## src/hdl/dvd_pkg.sv

```systemverilog
// dvd_pkg: shared types, constants and the reciprocal seed table of the binary64 divider.
// Depends on nothing; every other file of the divider uses it by scoped names.
`timescale 1ns / 1ps

package dvd_pkg;

	localparam logic [10:0]        EXP_MAX     = 11'h7ff;
	localparam logic signed [12:0] EXP_BIAS    = 13'sd1023;
	localparam logic signed [12:0] EXP_TOP     = 13'sd2047;
	localparam logic signed [12:0] SUB_LIMIT   = 13'sd53;
	localparam logic [63:0]        INF_BITS    = 64'h7ff0000000000000;
	localparam logic [63:0]        QUIET_BIT   = 64'h0008000000000000;
	localparam logic [63:0]        DEFAULT_NAN = 64'hfff8000000000000;
	// low 46 stored fraction bits, inverted before the seed multiply
	localparam logic [52:0]        SEED_MASK   = 53'h00003fffffffffff;

	// result class decided after quotient normalization
	typedef enum logic [1:0] {
		CLS_NORM,
		CLS_OVF,
		CLS_ZERO,
		CLS_SUB
	} cls_t;

	// per-beat context carried alongside the multiplier chain
	typedef struct packed {
		logic              spec;
		logic [63:0]       spec_res;
		logic              sgn;
		logic [52:0]       ma;
		logic [52:0]       mb;
		logic signed [12:0] e;
		logic [63:0]       rc;
		logic [52:0]       q;
		logic [63:0]       aligned;
		cls_t              cls;
	} ctx_t;

	// multiply-accumulate state handed from cell to cell
	typedef struct packed {
		logic [63:0] a;
		logic [63:0] b;
		logic [63:0] acc;
		logic [63:0] lo;
	} mac_t;

	// 16-bit reciprocal seed, indexed by the top six stored fraction bits
	function automatic logic [15:0] seed_lookup(input logic [5:0] idx);
		logic [15:0] s;
		case (idx)
			6'd0: s = 16'hfc0f;  6'd1: s = 16'hf46b;  6'd2: s = 16'hed20;  6'd3: s = 16'he626;
			6'd4: s = 16'hdf7a;  6'd5: s = 16'hd918;  6'd6: s = 16'hd2fa;  6'd7: s = 16'hcd1e;
			6'd8: s = 16'hc77f;  6'd9: s = 16'hc21b;  6'd10: s = 16'hbcee; 6'd11: s = 16'hb7f5;
			6'd12: s = 16'hb32e; 6'd13: s = 16'hae96; 6'd14: s = 16'haa2a; 6'd15: s = 16'ha5e9;
			6'd16: s = 16'ha1d1; 6'd17: s = 16'h9dde; 6'd18: s = 16'h9a11; 6'd19: s = 16'h9665;
			6'd20: s = 16'h92dc; 6'd21: s = 16'h8f71; 6'd22: s = 16'h8c25; 6'd23: s = 16'h88f6;
			6'd24: s = 16'h85e2; 6'd25: s = 16'h82e8; 6'd26: s = 16'h8008; 6'd27: s = 16'h7d3f;
			6'd28: s = 16'h7a8e; 6'd29: s = 16'h77f2; 6'd30: s = 16'h756c; 6'd31: s = 16'h72f9;
			6'd32: s = 16'h709b; 6'd33: s = 16'h6e4e; 6'd34: s = 16'h6c14; 6'd35: s = 16'h69eb;
			6'd36: s = 16'h67d2; 6'd37: s = 16'h65c8; 6'd38: s = 16'h63cf; 6'd39: s = 16'h61e3;
			6'd40: s = 16'h6006; 6'd41: s = 16'h5e36; 6'd42: s = 16'h5c73; 6'd43: s = 16'h5abd;
			6'd44: s = 16'h5913; 6'd45: s = 16'h5774; 6'd46: s = 16'h55e1; 6'd47: s = 16'h5458;
			6'd48: s = 16'h52da; 6'd49: s = 16'h5166; 6'd50: s = 16'h4ffc; 6'd51: s = 16'h4e9b;
			6'd52: s = 16'h4d43; 6'd53: s = 16'h4bf3; 6'd54: s = 16'h4aad; 6'd55: s = 16'h496e;
			6'd56: s = 16'h4837; 6'd57: s = 16'h4708; 6'd58: s = 16'h45e0; 6'd59: s = 16'h44c0;
			6'd60: s = 16'h43a6; 6'd61: s = 16'h4293; 6'd62: s = 16'h4187; 6'd63: s = 16'h4081;
			default: s = 16'h4081;
		endcase
		return s;
	endfunction

endpackage

```

## src/hdl/dvd_cell.sv

```systemverilog
// dvd_cell: one multiply-accumulate cell, 64 x 16 bits per beat, of the product chain.
// Four cells in a row form a full 64 x 64 product. Depends on dvd_pkg.
`timescale 1ns / 1ps

module dvd_cell (
	input  logic           clk,
	input  logic           arst_n,
	input  logic           up_valid,
	output logic           up_ready,
	input  dvd_pkg::mac_t  up_mac,
	input  dvd_pkg::ctx_t  up_ctx,
	output logic           dn_valid,
	input  logic           dn_ready,
	output dvd_pkg::mac_t  dn_mac,
	output dvd_pkg::ctx_t  dn_ctx
);

	logic           v_q;
	dvd_pkg::mac_t  mac_q;
	dvd_pkg::ctx_t  ctx_q;
	logic [79:0]    pp;
	logic [79:0]    sum;

	assign up_ready = !v_q || dn_ready;

	// one 16-bit digit of b times a, added to the running high part
	assign pp  = up_mac.a * up_mac.b[15:0];
	assign sum = {16'b0, up_mac.acc} + pp;

	always_ff @(posedge clk or negedge arst_n) begin
		if (!arst_n) begin
			v_q <= 1'b0;
		end else if (up_ready) begin
			v_q <= up_valid;
		end
	end

	// low digit retires into lo, the rest shifts down for the next cell
	always_ff @(posedge clk) begin
		if (up_ready) begin
			mac_q.a   <= up_mac.a;
			mac_q.b   <= {16'b0, up_mac.b[63:16]};
			mac_q.acc <= sum[79:16];
			mac_q.lo  <= {sum[15:0], up_mac.lo[63:16]};
			ctx_q     <= up_ctx;
		end
	end

	assign dn_valid = v_q;
	assign dn_mac   = mac_q;
	assign dn_ctx   = ctx_q;

endmodule

```

## config.mk

```make
export PLATFORM = sky130hd
export DESIGN_NAME = dvd_cell
export DESIGN_NICKNAME = d
export VERILOG_FILES = /design/src/hdl/dvd_pkg.sv /design/src/hdl/dvd_cell.sv
export SDC_FILE = /design/constraint.sdc
export NUM_CORES = 2
export LEC_CHECK = 0
export BUFFER_PORTS_ARGS = -buffer_cell sky130_fd_sc_hd__buf_2
export CORE_AREA = 5 5 481 483
export DETAILED_ROUTE_END_ITERATION = 8
export DIE_AREA = 0 0 486 488
export PLACE_DENSITY_LB_ADDON = 0.1
export REMOVE_ABC_BUFFERS = 1
export SYNTH_ARGS = -nofsm -noshare
export SYNTH_HDL_FRONTEND = slang
export SYNTH_SLANG_ARGS = --single-unit
```

## constraint.sdc

```tcl
create_clock -name clk -period 18.8 [get_ports clk]
set_input_delay 2.82 -clock clk [delete_from_list [all_inputs] [get_ports clk]]
set_output_delay 2.82 -clock clk [all_outputs]
set_load 0.01 [all_outputs]
```

# After elaboration in Yosys (flattened, before gate mapping)
# Index checks and enable logic that the tools add are counted.
# totals
regBits,609
inputBits,628
output_inout_bits,626
elab_cells,19
# classes
add_sub_neg,1
multipliers,1
reduce_logical,2
# ops
cell,count
$add 64x80->80,1
$mul 64x16->80,1
$logic_not 1->1,1
$logic_or 1x1->1,1

# Longest topological paths before layout
# depth
word_depth,2
depth_mapped,26
depth_no_buf,24

# Worst setup path before layout
# Ideal clock, no wire load.
# synth_timing
path_type,input-to-output
from,input port dn_ready
to,output port up_ready
arrival_time_ps,17382
required_time_ps,15980
slack_ps,-1402
stages,1
n_path_buf,0
path_cell_list,nand2b_1
# synth_between
elab_chain_cells,1
# synth_lines
element,line_no,source
"start, declared",dvd_cell.sv:13,"input logic dn_ready,"
$logic_or 1x1->1,dvd_cell.sv:24,assign up_ready = !v_q || dn_ready;
"end, declared",dvd_cell.sv:9,"output logic up_ready,"
# Every way passes these cells.

# Worst setup path in the final report
# layout_timing
from,input port up_mac[131] (netlist bit)
to,"register mac_q, in the netlist dn_mac[122], data pin"
# layout_between
elab_chain_cells,2
# layout_lines
element,line_no,source
"start, declared",dvd_cell.sv:10,"input dvd_pkg::mac_t up_mac,"
$mul 64x16->80,dvd_cell.sv:27,assign pp = up_mac.a * up_mac.b[15:0];
$add 64x80->80,dvd_cell.sv:28,"assign sum = {16'b0, up_mac.acc} + pp;"
via sum[74],dvd_cell.sv:22,logic [79:0] sum;
"end, declared",dvd_cell.sv:19,dvd_pkg::mac_t mac_q;
# The timed path passes the listed nets, and every way through them passes these cells.
# A chain may end at the register's enable or synchronous reset.

==> metrics <==
endpoint class of the critical path flop; Least-Margin Pin Slew 1010 ps; Initial Util 0.231; WL met1 105000 um; Tmin final 10670 ps; initial antenna violation count 146; Slew headroom 0.330; CTS resizes 0; final hold viol count 0; vias in the first global route 40327; CP Cell Sequence buf_2, buf_4, buf_4, nand2_1, fa_1, fa_1, fa_1, inv_1, fa_1, fa_1, inv_1, fa_1, inv_1, ha_1, nand3_1, o211ai_1, nor3_1, o41ai_1, o21ai_1, a21oi_1, o21a_1, a31o_2, a221oi_2, xnor2_1; max-cap check violation count 0; count of unique library cells instantiated by Yosys 68; routed vias 37469; clk sinks 609; Hold Crit Class reg -> reg; buffers added on ports 1221; number of CTS-inserted buffers 79; Fill cells 24087; top cells by area, synth fa_1, edfxtp_1, inv_1, nand2_1, and2_1; CTS tree done; WL met2 118000 um; DRT Pass-1 Iters 7; first-pass GRT wire length 333000 um; count of final setup violators 0; Hold Slack 1110 ps; H-tree Lvls 3; GRT Residual Overflow 0; Arrival @ worst endpoint 11150 ps; post-CTS setup buffer count 0; sequential area share after synthesis 0.350; gr usage total 0.202; asr flop ratio synth 0.00164; Synth Register Bits 609; yosys warns 0; status complete, no violations; Synth top area share 0.356; worst-skew pair later-pin latency 740 ps; clock-pin slew on the worst setup and hold paths 60 ps; crit-path max cell delay 660 ps; WS Path Type in -> reg; total die area 237000 um2; RSZ-0062 raised after global routing no; Die Y 488 um; # DRC 0; Post-Syn Area 52300 um2; layout cells sized above 1 0.239; most frequent cell after synthesis inv_1; FF-to-FF setup slack 14990 ps; top cells by count, synth inv_1, fa_1, nand2_1; total wire length 243000 um; Main synth FF type edfxtp_1; post-DP HPWL 201000 um; setup_tns 0 ps; Fmax achieved 93.7 MHz; Vias/cell 4.20; critical-path cell with the highest stage delay o41ai_1; cell taking the most area after synthesis fa_1; nets 7515; EDFF count, synth 608; cts hold-fix bufs 0; row count 175; Ports 1254; final worst-path cycle share 0.568; WL per Instance 27.2 um; average cell area after synthesis 11.2 um2; Placeable Area 226000 um2; Worst setup SP type input pin; Die Span X 486 um; top layer in use met5; clock skew 53.6 ps; area growth from synthesis to layout 23.2%; worst endpoint required time 19280 ps; Clock Path Buffers 3; root buffer cell clkbuf_16; Detail Route Antenna Nets 0; crit-path most repeated cell fa_1; met3 wire length 12000 um; crit path max fanout 25; Final Wtd Congestion 0.863; largest net degree at the start of global routing 152; 1st-iter DRT viols 2122; Slew Limit Fails 0; post-synthesis cell count 4669
-- cells in the final DEF, fill, tap and decap left out, types with 42 or more instances in the layout --
cell	instances
nor2_1	48
inv_1	1147
and2_1	334
fa_1	930
xnor2_1	49
buf_2	1214
o21ai_0	42
diode_2	52
ha_1	154
clkbuf_16	79
nand2_1	764
edfxtp_1	608
a21oi_1	99
buf_4	50
-- state kept, by name, summed over array words and instances, names as in the netlist --
register / count
dn_valid: 1
dn_mac: 240
dn_ctx: 368
-- path summary, 6_finish.rpt --
check                            startpoint          end  cells past startpoint
max in group asynchronous            arst_n     dn_valid                      1
worst max-delay path            up_mac[131]  dn_mac[122]                     24
min in group asynchronous            arst_n     dn_valid                      1
worst min register to register     dn_valid  dn_mac[240]                      2
worst min-delay path               dn_valid  dn_mac[240]                      2
worst max register to register     dn_valid  dn_mac[114]                      5
-- stage by stage --
step / instances / util / worst slack (ps) / area (um2)
floorplan: 4456 / - / -1400 / 51400
global placement: 8731 / 0.272 / 7160 / 61700
detailed placement: 8731 / 0.272 / 7230 / 61700
CTS: 8875 / 0.284 / 8010 / 64300
global route: 8900 / 0.284 / 7730 / 64400
finish: 8927 / 0.285 / 8130 / 64400
-- worst max-delay path: cells and delay by family --
family | cells | cell delay (ps)
buffers and inverters | 6 | 1590
and+or+nand+nor | 3 | 460
adders and majority gates | 7 | 3500
AOI/OAI and AO/OA | 7 | 2330
xor gates and xnor gates | 1 | 380
-- cell families (layout without fill, tap and decap cells) --
kind of cell,after synthesis,after routing,synth area share
other,1,68,0.0000717
XOR/XNOR,75,75,0.0126
AND/OR/NAND/NOR,1249,1249,0.111
adder cells (fa/ha/maj),1084,1084,0.393
AO/OA/AOI/OAI,276,276,0.0343
buffers and inverters,1375,2557,0.100
flip-flops,609,609,0.350
-- layout make-up --
type,instances,area [um2],share of cell area
well taps,3009,3760,0.0584
flip-flops and latches,609,18300,0.284
multi-input cells,2700,28800,0.448
clock inverters,50,589,0.00914
diodes,52,130,0.00202
inverters,1147,4310,0.0668
clock buffers,94,2030,0.0316
repair buffers,1266,6490,0.101
-- routing by layer --
layer	global-route usage	up-vias
met1	0.265	19644
met4	0.0539	16
met3	0.0312	319
met2	0.347	1197
li1	-	16293
met5	0	-
Power is not shown: default switching activity piles up to over one toggle a cycle in this logic, so the estimate is an artifact.
