## config.mk

```make
export PLATFORM = sky130hd
export DESIGN_NAME = dvd_align
export DESIGN_NICKNAME = d
export VERILOG_FILES = /design/src/hdl/dvd_pkg.sv /design/src/hdl/dvd_align.sv
export SDC_FILE = /design/constraint.sdc
export NUM_CORES = 1
export LEC_CHECK = 0
export CAP_MARGIN = 5
export CORE_AREA = 2 2 490 492
export CTS_CLUSTER_SIZE = 8
export DETAILED_ROUTE_END_ITERATION = 12
export DIE_AREA = 0 0 492 494
export DONT_BUFFER_PORTS = 1
export PLACE_DENSITY_LB_ADDON = 0.1
export SYNTH_ARGS = -nofsm -noshare
export SYNTH_HDL_FRONTEND = slang
export SYNTH_SLANG_ARGS = --single-unit
export TNS_END_PERCENT = 50
```

## constraint.sdc

```tcl
create_clock -name clk -period 20.8 [get_ports clk]
set_clock_uncertainty 0.1 [all_clocks]
set_input_delay 1.04 -clock clk [delete_from_list [all_inputs] [get_ports clk]]
set_output_delay 1.04 -clock clk [all_outputs]
set_load 0.01 [all_outputs]
```

## src/hdl/dvd_pkg.sv

```systemverilog
// dvd_pkg: shared types, constants and the reciprocal seed table of the binary64 divider.
// Depends on nothing; every other file of the divider uses it by scoped names.
`timescale 1ns / 1ps

package dvd_pkg;

	localparam logic [10:0]        EXP_MAX     = 11'h7ff;
	localparam logic signed [12:0] EXP_BIAS    = 13'sd1023;
	localparam logic signed [12:0] EXP_TOP     = 13'sd2047;
	localparam logic signed [12:0] SUB_LIMIT   = 13'sd53;
	localparam logic [63:0]        INF_BITS    = 64'h7ff0000000000000;
	localparam logic [63:0]        QUIET_BIT   = 64'h0008000000000000;
	localparam logic [63:0]        DEFAULT_NAN = 64'hfff8000000000000;
	// low 46 stored fraction bits, inverted before the seed multiply
	localparam logic [52:0]        SEED_MASK   = 53'h00003fffffffffff;

	// result class decided after quotient normalization
	typedef enum logic [1:0] {
		CLS_NORM,
		CLS_OVF,
		CLS_ZERO,
		CLS_SUB
	} cls_t;

	// per-beat context carried alongside the multiplier chain
	typedef struct packed {
		logic              spec;
		logic [63:0]       spec_res;
		logic              sgn;
		logic [52:0]       ma;
		logic [52:0]       mb;
		logic signed [12:0] e;
		logic [63:0]       rc;
		logic [52:0]       q;
		logic [63:0]       aligned;
		cls_t              cls;
	} ctx_t;

	// multiply-accumulate state handed from cell to cell
	typedef struct packed {
		logic [63:0] a;
		logic [63:0] b;
		logic [63:0] acc;
		logic [63:0] lo;
	} mac_t;

	// 16-bit reciprocal seed, indexed by the top six stored fraction bits
	function automatic logic [15:0] seed_lookup(input logic [5:0] idx);
		logic [15:0] s;
		case (idx)
			6'd0: s = 16'hfc0f;  6'd1: s = 16'hf46b;  6'd2: s = 16'hed20;  6'd3: s = 16'he626;
			6'd4: s = 16'hdf7a;  6'd5: s = 16'hd918;  6'd6: s = 16'hd2fa;  6'd7: s = 16'hcd1e;
			6'd8: s = 16'hc77f;  6'd9: s = 16'hc21b;  6'd10: s = 16'hbcee; 6'd11: s = 16'hb7f5;
			6'd12: s = 16'hb32e; 6'd13: s = 16'hae96; 6'd14: s = 16'haa2a; 6'd15: s = 16'ha5e9;
			6'd16: s = 16'ha1d1; 6'd17: s = 16'h9dde; 6'd18: s = 16'h9a11; 6'd19: s = 16'h9665;
			6'd20: s = 16'h92dc; 6'd21: s = 16'h8f71; 6'd22: s = 16'h8c25; 6'd23: s = 16'h88f6;
			6'd24: s = 16'h85e2; 6'd25: s = 16'h82e8; 6'd26: s = 16'h8008; 6'd27: s = 16'h7d3f;
			6'd28: s = 16'h7a8e; 6'd29: s = 16'h77f2; 6'd30: s = 16'h756c; 6'd31: s = 16'h72f9;
			6'd32: s = 16'h709b; 6'd33: s = 16'h6e4e; 6'd34: s = 16'h6c14; 6'd35: s = 16'h69eb;
			6'd36: s = 16'h67d2; 6'd37: s = 16'h65c8; 6'd38: s = 16'h63cf; 6'd39: s = 16'h61e3;
			6'd40: s = 16'h6006; 6'd41: s = 16'h5e36; 6'd42: s = 16'h5c73; 6'd43: s = 16'h5abd;
			6'd44: s = 16'h5913; 6'd45: s = 16'h5774; 6'd46: s = 16'h55e1; 6'd47: s = 16'h5458;
			6'd48: s = 16'h52da; 6'd49: s = 16'h5166; 6'd50: s = 16'h4ffc; 6'd51: s = 16'h4e9b;
			6'd52: s = 16'h4d43; 6'd53: s = 16'h4bf3; 6'd54: s = 16'h4aad; 6'd55: s = 16'h496e;
			6'd56: s = 16'h4837; 6'd57: s = 16'h4708; 6'd58: s = 16'h45e0; 6'd59: s = 16'h44c0;
			6'd60: s = 16'h43a6; 6'd61: s = 16'h4293; 6'd62: s = 16'h4187; 6'd63: s = 16'h4081;
			default: s = 16'h4081;
		endcase
		return s;
	endfunction

endpackage

```

## src/hdl/dvd_align.sv

```systemverilog
// dvd_align: normalizes the raw quotient, classifies the result range and sets up the
// remainder operands for the back-multiply row. One pipeline stage. Depends on dvd_pkg.
`timescale 1ns / 1ps

module dvd_align (
	input  logic           clk,
	input  logic           arst_n,
	input  logic           up_valid,
	output logic           up_ready,
	input  dvd_pkg::mac_t  up_mac,
	input  dvd_pkg::ctx_t  up_ctx,
	output logic           dn_valid,
	input  logic           dn_ready,
	output dvd_pkg::mac_t  dn_mac,
	output dvd_pkg::ctx_t  dn_ctx
);

	logic               v_s1;
	logic               ns;
	logic [52:0]        qn;
	logic [52:0]        q;
	logic signed [12:0] e2;
	logic signed [12:0] ds;
	logic [5:0]         sh;
	dvd_pkg::cls_t      cls;
	dvd_pkg::ctx_t      ctx_d;
	dvd_pkg::mac_t      mac_d;
	dvd_pkg::ctx_t      ctx_s1;
	dvd_pkg::mac_t      mac_s1;

	assign up_ready = !v_s1 || dn_ready;

	always_ff @(posedge clk or negedge arst_n) begin
		if (!arst_n) begin
			v_s1 <= 1'b0;
		end else if (up_ready) begin
			v_s1 <= up_valid;
		end
	end

	// quotient normalization and range split
	always_comb begin
		ns  = !up_mac.acc[52];
		qn  = ns ? {up_mac.acc[51:0], up_mac.lo[63]} : up_mac.acc[52:0];
		e2  = up_ctx.e - $signed({12'b0, ns});
		ds  = 13'sd1 - e2;
		q   = qn;
		sh  = 6'd0;
		cls = dvd_pkg::CLS_NORM;
		if (e2 > 13'sd0 && e2 < dvd_pkg::EXP_TOP) begin
			sh  = 6'(7'd53 + 7'(ns));
		end else if (e2 >= dvd_pkg::EXP_TOP) begin
			cls = dvd_pkg::CLS_OVF;
		end else if (ds > dvd_pkg::SUB_LIMIT) begin
			cls = dvd_pkg::CLS_ZERO;
		end else begin
			cls = dvd_pkg::CLS_SUB;
			q   = qn >> ds[5:0];
			sh  = 6'(7'd53 + 7'(ns) - 7'(ds[5:0]));
		end

		ctx_d         = up_ctx;
		ctx_d.e       = e2;
		ctx_d.q       = q;
		ctx_d.aligned = {11'b0, up_ctx.ma} << sh;
		ctx_d.cls     = cls;

		mac_d.a   = {10'b0, up_ctx.mb, 1'b0};
		mac_d.b   = {11'b0, q};
		mac_d.acc = 64'b0;
		mac_d.lo  = 64'b0;
	end

	always_ff @(posedge clk) begin
		if (up_ready) begin
			ctx_s1 <= ctx_d;
			mac_s1 <= mac_d;
		end
	end

	assign dn_valid = v_s1;
	assign dn_ctx   = ctx_s1;
	assign dn_mac   = mac_s1;

endmodule

```

---- Word-level counts from Yosys, hierarchy flattened ----
Index checks and enable logic that the tools add are counted.
cells by class
  order comparisons ....................... 4
  muxes and demuxes ....................... 9
  add/subtract/negate cells ............... 4
  reduce and logical (&&, ||, !) cells .... 5
  shifts and indexed selects .............. 2
operator list
  cell                   number
  $mux 53                4
  $shl 53x6->64          1
  $shr 53x6->53          1
  $mux 6                 3
  $ge 13x12->1 const B   1
  $gt 13x1->1 const B    1
  $gt 13x7->1 const B    1
  $lt 13x12->1 const B   1
  $sub 13x2->13          1
  $sub 2x13->13 const A  1
  $add 6x1->6 const A    1
  $sub 6x6->6            1
  $logic_not 1->1        2
  $mux 1                 2
  $reduce_or 2->1        1
  $logic_and 1x1->1      1
  $logic_or 1x1->1       1
storage, ports and cells
  input bits .............................. 628
  register bits ........................... 369
  output and inout port bits .............. 626
  word-level logic and storage cells ...... 36

---- Logic depth before layout (Yosys ltp) ----
  word-level depth ........................ 8
  gate-level depth with buffers ........... 25
  mapped depth without buffers ............ 19

---- Least setup slack after synthesis ----
Ideal clock, no wire load.
  path kind ............................... in2out
  from .................................... input port dn_ready
  to ...................................... output port up_ready
  data arrival time ....................... 9.910 ns
  setup slack ............................. 9.750 ns
  stages .................................. 1
  data required time ...................... 19.660 ns
  buffers on the path ..................... 0
  cells stage by stage .................... nand2b_1
between the ends
  word-level cells in the longest chain between the ends .. 1
RTL lines
  element           line             source
  from (decl)       dvd_align.sv:13  input logic dn_ready,
  $logic_or 1x1->1  dvd_align.sv:31  assign up_ready = !v_s1 || dn_ready;
  to (decl)         dvd_align.sv:9   output logic up_ready,
Every way passes these cells.

==> out/results.ini <==
[worst_setup_path]
crit_chain = inv_1 -> ha_1 -> ha_2 -> xnor2_1 -> ha_2 -> buf_4 -> inv_1 -> a31o_2 -> or4b_2 -> o211ai_1 -> or2_1 -> buf_4 -> o21ai_1 -> buf_4 -> nand2_1 -> buf_4 -> mux2i_1 -> a221o_1 -> o22ai_1 -> a31oi_1 -> a222oi_1
crit_family = buffers and inverters
cp.arrival_ns = 8.01
crit_fanout = 67
path_buf_inv = 6
end_kind = flop
path_class = in2reg
cp_common_cell = buf_4
max_stage_delay_ns = 0.65
crit_required_ns = 21.03
reg2reg_slack_ns = 16.86
startpoint_type = input port
cp_slowest_cell = mux2i_1

[cells_and_area]
drive_gt1_share_pct = 9.47
syn2layout_area_growth_pct = 17.2
fin_area_um2 = 26900
final_core_util_pct = 11.3
nNetsFinal = 2732
final_cell_mix = edfxtp_1 (368), nand2_1 (312), nor2_1 (177), a21oi_1 (162), conb_1 (150)
final_common_cell = edfxtp_1

[placed_design]
place_ws_ns = 12.08
dp_hpwl_um = 109000
port-buffer-count = 0
placed_cell_area_um2 = 25300
gp_congestion = 0.761

[timing]
fmax_ghz = 0.129
tightest_slew_ns = 1.14
setup_violations = 0
fin_crit_sh_pct = 37.4
maxSlewViolCount = 0
hold_violations = 0
finalWorstSetupSlack_ns = 13.02
tns_ns = 0
rsz0062_at_grt = no
min_period_ns = 7.78
slew_headroom_pct = 23.2

[global_route]
grt_antenna_before_repair = 40
grt_start_max_net_pins = 94
grt_pass1_vias = 17490
overflow = 0
grt.total_usage_pct = 10.9
grt_pass1_wl_um = 179000

[pwr]
pwr-share-comb_pct = 25.6
swShare_pct = 37.7
switchingPower_w = 0.000959
pwr-share-clk_pct = 33.4
power_w = 0.00254
peakVddDrop_mv = 0.0583
leakage_nw = 8.88
p_seq_share_pct = 41.0
p_per_area_nw_per_um2 = 94.7
p_int_w = 0.00159

[logic_synthesis]
yosysSeqAreaShare_pct = 48.3
synth.distinct_cells = 99
ys.flop_type = edfxtp_1
synth-seq-cells = 369
async_flop_share_pct = 0.271
ys_warn_count = 0
synth_cells = 2262
avgSynthCellArea_um2 = 10.1
synth-edff-count = 368
syn-cell-area_um2 = 22900

[clock_network]
ctsLongestPathBuffers = 3
insertion_delay_ns = 0.65
cts.repair.resized = 0
htreeDepth = 2
cts.sinks = 369
cts_buffers = 55
clkTransAtPathRegs_ns = 0.06
root_buffer = clkbuf_16
tritoncts = built

[die]
fp.dieH_um = 494
die_area_um2 = 243000
rows = 179
core_area_um2 = 237000
die_x_um = 492
io_pins = 1254
initial_core_util_pct = 9.65

[drt]
vias_per_cell = 3.30
drt_iter0_markers = 1166
vias = 17454
drcViolationCount = 0
antenna_left = 0
wl_per_cell_um = 26.1
wl_um = 138000
firstDrtPassIters = 5

[run_status]
status = complete, no violations

[min_path]
hold_class = in2reg

[job]
cap_violations = 0

-- sequential cells by signal, indices dropped and copies added, names as in the netlist --
signal	cells
dn_valid	1
dn_mac	53
dn_ctx	315
-- worst paths after layout --
| check | startpoint | endpoint | cells after the start |
|---|---|---|---|
| worst max-delay path | up_mac[116] | dn_ctx[53] | 21 |
| worst min-delay path | up_ctx[315] | dn_ctx[315] | 0 |
| worst max register to register | dn_valid | dn_ctx[288] | 4 |
| worst min register to register | dn_valid | dn_ctx[237] | 1 |
| max in group asynchronous | arst_n | dn_valid | 1 |
| min in group asynchronous | arst_n | dn_valid | 1 |
-- Yosys cell counts, types with 9 or more instances --
cell type    n  area (um^2)
edfxtp_1   368        11100
nand2_1    312         1170
buf_4      263         1970
nor2_1     180          676
a21oi_1    164          821
mux2i_1    138         1380
o21ai_0    113          566
clkbuf_1    78          293
o211ai_1    59          443
o22ai_1     51          319
o2111ai_1   39          342
buf_2       38          190
buf_1       37          139
mux2_2      32          360
nand3_1     22          110
nor3_1      20          100
a211oi_1    17          128
inv_1       17         63.8
xnor2_1     17          149
and2_1      13         81.3
a31oi_1     12         75.1
o221ai_1    12          105
nand2b_1    10         62.6
o2bb2ai_1   10         87.6
a221oi_1     9         78.8
and3_1       9         56.3
o211a_1      9         90.1
-- routing by layer --
layer  routed length [um]  global-route usage, %  vias to the layer above  share of wire (%)
li1                     -                      -                     7701                  -
met1                49100                   11.2                     8589                 35
met2                75900                   21.5                      998                 55
met3                10600                   3.25                      162                7.7
met4                 2670                   2.01                        4                1.9
met5                   32                      0                        -              0.023
-- timing repair --
item                      CTS  global route
buffers inserted            0             0
hold endpoints to repair    1             0
hold buffers                1             0
-- power groups by stage --
stage                     combinational, W  clock [W]  sequential, W
after global placement            0.000676          0        0.00107
after CTS                         0.000671   0.000908        0.00105
after global routing              0.000713   0.000929        0.00105
after floorplan                   0.000457          0        0.00102
final                             0.000652   0.000851        0.00104
after detailed placement          0.000667          0        0.00106
-- metrics by stage --
step	cells	hold slack (ns)
finish	5292	0.356
global route	5291	0.280
detailed placement	5204	0.644
global placement	5204	0.645
floorplan	2411	0.644
CTS	5289	0.266
-- kinds of logic after synthesis --
logic type	synth area share (%)
AO/OA/AOI/OAI	18.5
adder cells (fa/ha/maj)	0.524
multiplexers	8.14
AND/OR/NAND/NOR	11.8
other	0.0164
buffers and inverters	11.9
flip-flops	48.3
XOR/XNOR	0.874
-- final cells by class --
class                   instances  area (um^2)
diodes                          3         7.51
repair buffers                 47          368
fillers                     27227       211000
multi-input cells            1601         9820
clock buffers                  78         1460
well taps                    3167         3960
clock inverters                 6         87.6
flip-flops and latches        369        11100
inverters                      21         78.8
No activity file was read; power rests on OpenSTA's default activity.
