File: src/hdl/dvd_pkg.sv
// dvd_pkg: shared types, constants and the reciprocal seed table of the binary64 divider.
// Depends on nothing; every other file of the divider uses it by scoped names.
`timescale 1ns / 1ps

package dvd_pkg;

	localparam logic [10:0]        EXP_MAX     = 11'h7ff;
	localparam logic signed [12:0] EXP_BIAS    = 13'sd1023;
	localparam logic signed [12:0] EXP_TOP     = 13'sd2047;
	localparam logic signed [12:0] SUB_LIMIT   = 13'sd53;
	localparam logic [63:0]        INF_BITS    = 64'h7ff0000000000000;
	localparam logic [63:0]        QUIET_BIT   = 64'h0008000000000000;
	localparam logic [63:0]        DEFAULT_NAN = 64'hfff8000000000000;
	// low 46 stored fraction bits, inverted before the seed multiply
	localparam logic [52:0]        SEED_MASK   = 53'h00003fffffffffff;

	// result class decided after quotient normalization
	typedef enum logic [1:0] {
		CLS_NORM,
		CLS_OVF,
		CLS_ZERO,
		CLS_SUB
	} cls_t;

	// per-beat context carried alongside the multiplier chain
	typedef struct packed {
		logic              spec;
		logic [63:0]       spec_res;
		logic              sgn;
		logic [52:0]       ma;
		logic [52:0]       mb;
		logic signed [12:0] e;
		logic [63:0]       rc;
		logic [52:0]       q;
		logic [63:0]       aligned;
		cls_t              cls;
	} ctx_t;

	// multiply-accumulate state handed from cell to cell
	typedef struct packed {
		logic [63:0] a;
		logic [63:0] b;
		logic [63:0] acc;
		logic [63:0] lo;
	} mac_t;

	// 16-bit reciprocal seed, indexed by the top six stored fraction bits
	function automatic logic [15:0] seed_lookup(input logic [5:0] idx);
		logic [15:0] s;
		case (idx)
			6'd0: s = 16'hfc0f;  6'd1: s = 16'hf46b;  6'd2: s = 16'hed20;  6'd3: s = 16'he626;
			6'd4: s = 16'hdf7a;  6'd5: s = 16'hd918;  6'd6: s = 16'hd2fa;  6'd7: s = 16'hcd1e;
			6'd8: s = 16'hc77f;  6'd9: s = 16'hc21b;  6'd10: s = 16'hbcee; 6'd11: s = 16'hb7f5;
			6'd12: s = 16'hb32e; 6'd13: s = 16'hae96; 6'd14: s = 16'haa2a; 6'd15: s = 16'ha5e9;
			6'd16: s = 16'ha1d1; 6'd17: s = 16'h9dde; 6'd18: s = 16'h9a11; 6'd19: s = 16'h9665;
			6'd20: s = 16'h92dc; 6'd21: s = 16'h8f71; 6'd22: s = 16'h8c25; 6'd23: s = 16'h88f6;
			6'd24: s = 16'h85e2; 6'd25: s = 16'h82e8; 6'd26: s = 16'h8008; 6'd27: s = 16'h7d3f;
			6'd28: s = 16'h7a8e; 6'd29: s = 16'h77f2; 6'd30: s = 16'h756c; 6'd31: s = 16'h72f9;
			6'd32: s = 16'h709b; 6'd33: s = 16'h6e4e; 6'd34: s = 16'h6c14; 6'd35: s = 16'h69eb;
			6'd36: s = 16'h67d2; 6'd37: s = 16'h65c8; 6'd38: s = 16'h63cf; 6'd39: s = 16'h61e3;
			6'd40: s = 16'h6006; 6'd41: s = 16'h5e36; 6'd42: s = 16'h5c73; 6'd43: s = 16'h5abd;
			6'd44: s = 16'h5913; 6'd45: s = 16'h5774; 6'd46: s = 16'h55e1; 6'd47: s = 16'h5458;
			6'd48: s = 16'h52da; 6'd49: s = 16'h5166; 6'd50: s = 16'h4ffc; 6'd51: s = 16'h4e9b;
			6'd52: s = 16'h4d43; 6'd53: s = 16'h4bf3; 6'd54: s = 16'h4aad; 6'd55: s = 16'h496e;
			6'd56: s = 16'h4837; 6'd57: s = 16'h4708; 6'd58: s = 16'h45e0; 6'd59: s = 16'h44c0;
			6'd60: s = 16'h43a6; 6'd61: s = 16'h4293; 6'd62: s = 16'h4187; 6'd63: s = 16'h4081;
			default: s = 16'h4081;
		endcase
		return s;
	endfunction

endpackage

File: src/hdl/dvd_unpack.sv
// dvd_unpack: operand decode, special-case result, subnormal normalization and seed multiply.
// Three pipeline stages with per-stage ready. Depends on dvd_pkg.
`timescale 1ns / 1ps

module dvd_unpack (
	input  logic           clk,
	input  logic           arst_n,
	input  logic           up_valid,
	output logic           up_ready,
	input  logic [63:0]    dividend,
	input  logic [63:0]    divisor,
	output logic           dn_valid,
	input  logic           dn_ready,
	output dvd_pkg::ctx_t  dn_ctx
);

	// leading zeros of a nonzero 52-bit fraction
	function automatic logic [5:0] lead_zeros(input logic [51:0] f);
		logic [5:0] n;
		n = 6'd52;
		for (int i = 0; i < 52; i++) begin
			if (f[i]) begin
				n = 6'(51 - i);
			end
		end
		return n;
	endfunction

	logic v_s1, v_s2, v_s3;
	logic rdy_s1, rdy_s2, rdy_s3;

	// stage 1 signals
	logic        za, zb, nan_a, nan_b, inf_a, inf_b, spec, sgn;
	logic [63:0] spec_res;
	logic        sgn_s1, spec_s1;
	logic [63:0] res_s1;
	logic [10:0] ea_s1, eb_s1;
	logic [51:0] fa_s1, fb_s1;
	logic [5:0]  lza_s1, lzb_s1;

	// stage 2 signals
	logic [52:0]        ma, mb;
	logic signed [12:0] eas, ebs;
	logic               sgn_s2, spec_s2;
	logic [63:0]        res_s2;
	logic [52:0]        ma_s2, mb_s2;
	logic signed [12:0] e_s2;

	// stage 3 signals
	logic [47:0]   xm;
	logic [63:0]   rc0;
	dvd_pkg::ctx_t ctx_d;
	dvd_pkg::ctx_t ctx_s3;

	assign rdy_s3   = !v_s3 || dn_ready;
	assign rdy_s2   = !v_s2 || rdy_s3;
	assign rdy_s1   = !v_s1 || rdy_s2;
	assign up_ready = rdy_s1;

	always_ff @(posedge clk or negedge arst_n) begin
		if (!arst_n) begin
			v_s1 <= 1'b0;
			v_s2 <= 1'b0;
			v_s3 <= 1'b0;
		end else begin
			if (rdy_s1) v_s1 <= up_valid;
			if (rdy_s2) v_s2 <= v_s1;
			if (rdy_s3) v_s3 <= v_s2;
		end
	end

	// special operands: NaN, infinity, zero
	always_comb begin
		za    = (dividend[62:0] == 63'b0);
		zb    = (divisor[62:0] == 63'b0);
		nan_a = (dividend[62:0] > dvd_pkg::INF_BITS[62:0]);
		nan_b = (divisor[62:0] > dvd_pkg::INF_BITS[62:0]);
		inf_a = (dividend[62:0] == dvd_pkg::INF_BITS[62:0]);
		inf_b = (divisor[62:0] == dvd_pkg::INF_BITS[62:0]);
		sgn   = dividend[63] ^ divisor[63];
		spec  = (dividend[62:52] == dvd_pkg::EXP_MAX) || (divisor[62:52] == dvd_pkg::EXP_MAX)
			|| za || zb;
		if (nan_a) begin
			spec_res = dividend | dvd_pkg::QUIET_BIT;
		end else if (nan_b) begin
			spec_res = divisor | dvd_pkg::QUIET_BIT;
		end else if ((za && zb) || (inf_a && inf_b)) begin
			spec_res = dvd_pkg::DEFAULT_NAN;
		end else if (za || inf_b) begin
			spec_res = {sgn, 63'b0};
		end else begin
			spec_res = {sgn, 63'b0} | dvd_pkg::INF_BITS;
		end
	end

	always_ff @(posedge clk) begin
		if (rdy_s1) begin
			sgn_s1  <= sgn;
			spec_s1 <= spec;
			res_s1  <= spec_res;
			ea_s1   <= dividend[62:52];
			eb_s1   <= divisor[62:52];
			fa_s1   <= dividend[51:0];
			fb_s1   <= divisor[51:0];
			lza_s1  <= lead_zeros(dividend[51:0]);
			lzb_s1  <= lead_zeros(divisor[51:0]);
		end
	end

	// normalize subnormal significands and form the biased quotient exponent
	always_comb begin
		if (ea_s1 == 11'b0) begin
			ma  = {1'b0, fa_s1} << (lza_s1 + 6'd1);
			eas = -$signed({7'b0, lza_s1});
		end else begin
			ma  = {1'b1, fa_s1};
			eas = $signed({2'b0, ea_s1});
		end
		if (eb_s1 == 11'b0) begin
			mb  = {1'b0, fb_s1} << (lzb_s1 + 6'd1);
			ebs = -$signed({7'b0, lzb_s1});
		end else begin
			mb  = {1'b1, fb_s1};
			ebs = $signed({2'b0, eb_s1});
		end
	end

	always_ff @(posedge clk) begin
		if (rdy_s2) begin
			sgn_s2  <= sgn_s1;
			spec_s2 <= spec_s1;
			res_s2  <= res_s1;
			ma_s2   <= ma;
			mb_s2   <= mb;
			e_s2    <= eas - ebs + dvd_pkg::EXP_BIAS;
		end
	end

	// seed times modified divisor significand
	always_comb begin
		xm       = 48'((mb_s2 ^ dvd_pkg::SEED_MASK) >> 5);
		rc0      = dvd_pkg::seed_lookup(mb_s2[51:46]) * xm;
		ctx_d    = '0;
		ctx_d.spec     = spec_s2;
		ctx_d.spec_res = res_s2;
		ctx_d.sgn      = sgn_s2;
		ctx_d.ma       = ma_s2;
		ctx_d.mb       = mb_s2;
		ctx_d.e        = e_s2;
		ctx_d.rc       = rc0;
	end

	always_ff @(posedge clk) begin
		if (rdy_s3) begin
			ctx_s3 <= ctx_d;
		end
	end

	assign dn_valid = v_s3;
	assign dn_ctx   = ctx_s3;

endmodule

File: config.mk
export PLATFORM = sky130hd
export DESIGN_NAME = dvd_unpack
export DESIGN_NICKNAME = d
export VERILOG_FILES = /design/src/hdl/dvd_pkg.sv /design/src/hdl/dvd_unpack.sv
export SDC_FILE = /design/constraint.sdc
export NUM_CORES = 2
export LEC_CHECK = 0
export ABC_AREA = 0
export BUFFER_PORTS_ARGS = -buffer_cell sky130_fd_sc_hd__buf_2
export CORE_MARGIN = 2
export CORE_UTILIZATION = 46
export DETAILED_ROUTE_END_ITERATION = 10
export MAX_ROUTING_LAYER = met4
export SYNTH_ARGS = -nofsm -noshare
export SYNTH_HDL_FRONTEND = slang
export SYNTH_SLANG_ARGS = --single-unit
File: constraint.sdc
create_clock -name clk -period 22.2 [get_ports clk]
set_clock_uncertainty 0.2 [all_clocks]
set_input_delay 2.22 -clock clk [delete_from_list [all_inputs] [get_ports clk]]
set_output_delay 2.22 -clock clk [all_outputs]
set_load 0.02 [all_outputs]
Word-level counts from Yosys, hierarchy flattened
Memory sizes are Yosys's and may differ from the RTL's. A register that Yosys moved wholly into a read port is not among the register bits.
Cells that the tools add are included.
- register bits: 641
- ROM bits: 1024
- output and inout port bits: 370
- logic and storage cells: 195
- latch bits: 0
- bits of input ports: 132
- memories: 1
- bits in writable memories: 0
- memory list (memory ; words ; width ; rd ports ; clocked after Yosys merged registers in ; write ports ; RTL line ; RTL):
    (no name shown) ; 64 ; 16 ; 1 ; 1 ; 0 ; dvd_pkg.sv:50 ; case (idx)
- order comparisons: 2
- divide/modulo/power cells: 0
- equal/unequal tests: 4
- multipliers: 1
- shifts and indexed selects: 2
- reductions and logical operators: 28
- multiplexer cells: 111
- $add $sub $neg: 6
- bitwise gates (word level): 2
- operator list (kind ; count):
    6-bit two-way mux ; 39
    64-bit two-way mux ; 3
    5-bit two-way mux ; 32
    63-bit equality test (second input constant) ; 2
    63-bit greater-than comparator (second input constant) ; 2
    63-bit zero test ; 2
    52-bit by 6-bit left shift with 53-bit output ; 2
    52-bit two-way mux ; 2
    16-bit by 48-bit multiplier with 64-bit output ; 1
    4-bit two-way mux ; 16
    32-bit OR reduction ; 2
    63-bit two-way mux ; 1
    46-bit NOT ; 1
    16-bit OR reduction ; 2
    3-bit two-way mux ; 10
    13-bit two-way mux ; 2
    6-bit negation with 13-bit output ; 2
    11-bit equality test (second input constant) ; 2
    11-bit zero test ; 2
    8-bit OR reduction ; 2
    13-bit by 11-bit adder with 13-bit output (second input constant) ; 1
    13-bit subtractor ; 1
    6-bit by 1-bit adder with 6-bit output (second input constant) ; 2
    1-bit logical OR ; 8
    other kinds (8) ; 17

Longest topological paths before layout
- depth in word-level cells: 51
- depth in mapped cells: 27
- mapped depth without buffers: 25

Least setup slack after synthesis
Ideal clock, no wire load.
- path type: input -> output
- start point: input port dn_ready
- end point: output port up_ready
- data required time: 19.780 ns
- buffers on the path: 0
- arrival: 14.664 ns
- cell stages on the path: 3
- slack: 5.116 ns
- cell sequence: nand2b_1 nor2_1 nand2_1
- cells in the longest elaborated chain, start to end: 3
- ends and longest elaborated chain (what ; RTL line ; RTL):
    start: declaration ; dvd_unpack.sv:13 ; input logic dn_ready,
    1-bit logical OR ; dvd_unpack.sv:55 ; assign rdy_s3 = !v_s3 || dn_ready;
    1-bit logical OR ; dvd_unpack.sv:56 ; assign rdy_s2 = !v_s2 || rdy_s3;
    1-bit logical OR ; dvd_unpack.sv:57 ; assign rdy_s1 = !v_s1 || rdy_s2;
    end: declaration ; dvd_unpack.sv:9 ; output logic up_ready,
Every way passes these cells.

==> summary.md <==
| Metric | Value |
|---|---|
| Result of the run | completed |
| PnR worst setup slack | 13790 ps |
| Fraction of layout cells with a size suffix above 1 | 0.132 |
| H-tree depth | 3 |
| Number of pins with negative max-slew slack in the final report | 0 |
| Endpoint kind of the worst setup timing path | register |
| Total number of vias | 40300 |
| CTS root buf | sky130_fd_sc_hd__clkbuf_16 |
| CTS Buf Count | 76 |
| Post-synth EDFFs | about 640 |
| Number of hold violations in the final report | 0 |
| Max-slew headroom | 0.280 |
| TritonCTS clock tree | built |
| Input/output buffers | between 300 and 400 |
| Maximum cell stage delay along the critical path | approximately 750 ps |
| Minimum clock period after layout | approximately 8400 ps |
| Yosys Warn Count | 0 |
| Post-cts hold buffer count | 0 |
| R2r endpoint | dn_ctx[178]$_DFFE_PP_ |
| Starting DRC count in detailed routing | 3613 |
| Share of the cycle needed by the critical path after routing | 0.379 |
| Mean Syn Cell Area | 10.9 sq um |
| Setup-violating endpoint count in the final report | 0 |
| Maximum count of clock buffers along a single path | 3 |
| Worst endpoint data arrival time | roughly 8600 ps |
| Initial antenna violation count | 10 |
| Remaining global-route overflow | 0 |
| Reg2Reg Setup Slack | between 10000 and 15000 ps |
| Die outline area | 125000 sq um |
| WL/cell | between 20 and 30 microns |
| Number of placement rows | 128 |
| Number of instances resized during post-cts repair | 0 |
| Placed cell area | 59200 sq um |
| Share of flip-flops with an asynchronous set or reset after synthesis | 0.00457 |
| Final design instance area without fill | about 62000 sq um |
| Total routing usage reported by global routing | 0.304 |
| Leading cell types in the layout, fill and taps excluded | 643 x sky130_fd_sc_hd__fa_1, 638 x sky130_fd_sc_hd__edfxtp_1, 622 x sky130_fd_sc_hd__inv_1 |
| Net total in the final layout | around 6300 |
| Placer Congestion | ~0.94 |
| Max Clock Freq | roughly 0.12 GHz |
| Critical path fanouts, max | 32 |
| # IOs | about 500 |
| Dpl ws | roughly 14000 ps |
| Startpoint class of the critical path | register |
| Most common cell after layout, fill and taps aside | sky130_fd_sc_hd__fa_1 |
| Worst Reg-to-Reg Cells | 23 |
| Tightest hold margin | just over 200 ps |
| HPWL after DPL | 136000 microns |
| Cell type with the highest occurrence count on the critical path | sky130_fd_sc_hd__fa_1 |
| Worst slew pin tran | 1080 ps |
| Starting density of the core | 0.462 |
| Vertical die dimension | about 350 microns |
| Post-synth top flop | sky130_fd_sc_hd__edfxtp_1 |
| Pre-Repair DR Iteration Count | 5 |
| Class of the most critical hold timing path | register to register |
| Width of the die | 353 microns |
| Worst hold path stage count | 0 |
| Synthesis-to-layout area growth | 10.1% |
| Slowest CP cell | sky130_fd_sc_hd__dfxtp_1 |
| Vias per Instance | approximately 5.7 |
| Wire length after detailed routing | around 180000 microns |
| Aggregate negative setup slack | 0 ps |
| Category of the most critical setup path | register to register |
| Capture point of the critical path | dn_ctx[178]$_DFFE_PP_ |
| Drt drc | 0 |
| Data required time at the worst endpoint | around 22000 ps |
| Total core area | ~120000 sq um |
| Largest net degree at the start of global routing | 76 |
| Post-Synthesis Cell Area | ~56000 sq um |
| Setup bufs post-CTS | 0 |
| Unrepaired setup endpoints after global routing | false |
| Clock-pin slew on the worst setup and hold paths | 60 ps |
| Sequential share of the synthesized area | 0.348 |
| Cell-by-cell listing of the critical path | buf_4 > nand2b_1 > fa_1 > inv_1 > fa_1 > inv_1 > fa_1 > fa_1 > fa_1 > inv_1 > fa_1 > ha_1 > a21oi_1 > o21bai_1 > a211oi_1 > o21ai_0 > a2111oi_0 > a21oi_1 > a21o_1 > a221o_1 > a31oi_1 > o21ai_0 > xor2_1 |
| Synth Register Bits | between 600 and 700 |
| Clock Sinks | ~660 |
| Gate count after technology mapping | between 5000 and 6000 |
| Maximum capacitance violations | 0 |
| Skew-Pair Late Insertion Delay | 710 ps |
| Unique cell type count in the Yosys netlist | 91 |
| Residual antenna-violating net count after detailed routing | 0 |
| Via count of the first global-routing pass | between 40000 and 50000 |
| Global-route wire length before repair | 273000 microns |
## registers in the layout, indices dropped and copies added, names as in the netlist, 6 cells and up, named ones only
register  count
dn_ctx      249
e_s2         13
ea_s1        11
eb_s1        11
fa_s1        52
fb_s1        52
lza_s1        6
lzb_s1        6
ma_s2        53
mb_s2        53
res_s1       64
res_s2       64
## metrics by stage
stage               utilization  std cells
floorplan                     -       5258
global placement          0.487       6934
detailed placement        0.487       6934
CTS                       0.509       7071
global route              0.509       7077
finish                    0.509       7078
## worst min path at each step
stage	start	to	slack, ps
after detailed placement	e_s2[2]$_DFFE_PN_	dn_ctx[185]$_DFFE_PP_	200
after global placement	res_s2[23]$_DFFE_PN_	dn_ctx[326]$_DFFE_PP_	200
after floorplan	e_s2[0]$_DFFE_PN_	dn_ctx[183]$_DFFE_PP_	200
after CTS	res_s1[43]$_DFFE_PP_	res_s2[43]$_DFFE_PN_	190
final	res_s1[43]$_DFFE_PP_	res_s2[43]$_DFFE_PN_	200
after global routing	res_s1[43]$_DFFE_PP_	res_s2[43]$_DFFE_PN_	210
## worst max-delay path, delay by kind of cell, from the launching register on
| family | cells | cell delay, ps |
|---|---|---|
| simple gates | 1 | 160 |
| fa+ha+maj | 7 | 3340 |
| buf+inv | 4 | 740 |
| compound gates | 10 | 2810 |
| xor+xnor | 1 | 150 |
| flops | 1 | 750 |
## cells by family after synthesis
group,count (synthesis),synth area share
buf+inv,1031,0.0790
xor+xnor,92,0.0148
compound gates,801,0.0950
mux,197,0.0522
simple gates,1542,0.143
other cells,1,0.0000667
fa+ha+maj,819,0.268
flops,657,0.348
## cell usage after synthesis (29+ instances only)
cell type,number,area [sq um]
sky130_fd_sc_hd__fa_1,643,12900
sky130_fd_sc_hd__edfxtp_1,638,19200
sky130_fd_sc_hd__inv_1,622,2330
sky130_fd_sc_hd__nand2b_1,475,2970
sky130_fd_sc_hd__nand2_1,381,1430
sky130_fd_sc_hd__nor2_1,233,875
sky130_fd_sc_hd__clkbuf_1,229,860
sky130_fd_sc_hd__nor2b_1,220,1380
sky130_fd_sc_hd__a21oi_1,202,1010
sky130_fd_sc_hd__ha_1,176,2200
sky130_fd_sc_hd__o21ai_0,167,836
sky130_fd_sc_hd__buf_4,129,968
sky130_fd_sc_hd__mux2i_1,95,951
sky130_fd_sc_hd__a22o_1,78,683
sky130_fd_sc_hd__mux4_2,73,1640
sky130_fd_sc_hd__xnor2_1,58,508
sky130_fd_sc_hd__nor3_1,55,275
sky130_fd_sc_hd__nand3_1,51,255
sky130_fd_sc_hd__a21o_1,49,368
sky130_fd_sc_hd__a211oi_1,42,315
sky130_fd_sc_hd__and2_1,34,213
sky130_fd_sc_hd__xor2_1,32,280
sky130_fd_sc_hd__nor4_1,29,181
sky130_fd_sc_hd__o211ai_1,29,218
## layout make-up
type                       count  area (sq um)
antenna                        7          17.5
clock buffer                  93          1980
clock inverter                44           677
fill                       11000         59700
inverter                     626          2360
multi-input combinational   3570         32800
sequential                   657         19600
tap                         1625          2030
timing repair buffer         456          2470
## per-layer routing
metal	global-route usage	up-vias	part of all wire
met3	0.0444	357	0.065
met4	0.126	0	0.046
met5	-	-	0
met1	0.372	20700	0.39
li1	-	17500	-
met2	0.505	1675	0.50
Power is left out: the tool's default activity adds up to more than one toggle a clock period on the data nets, which glitch-free logic cannot reach.
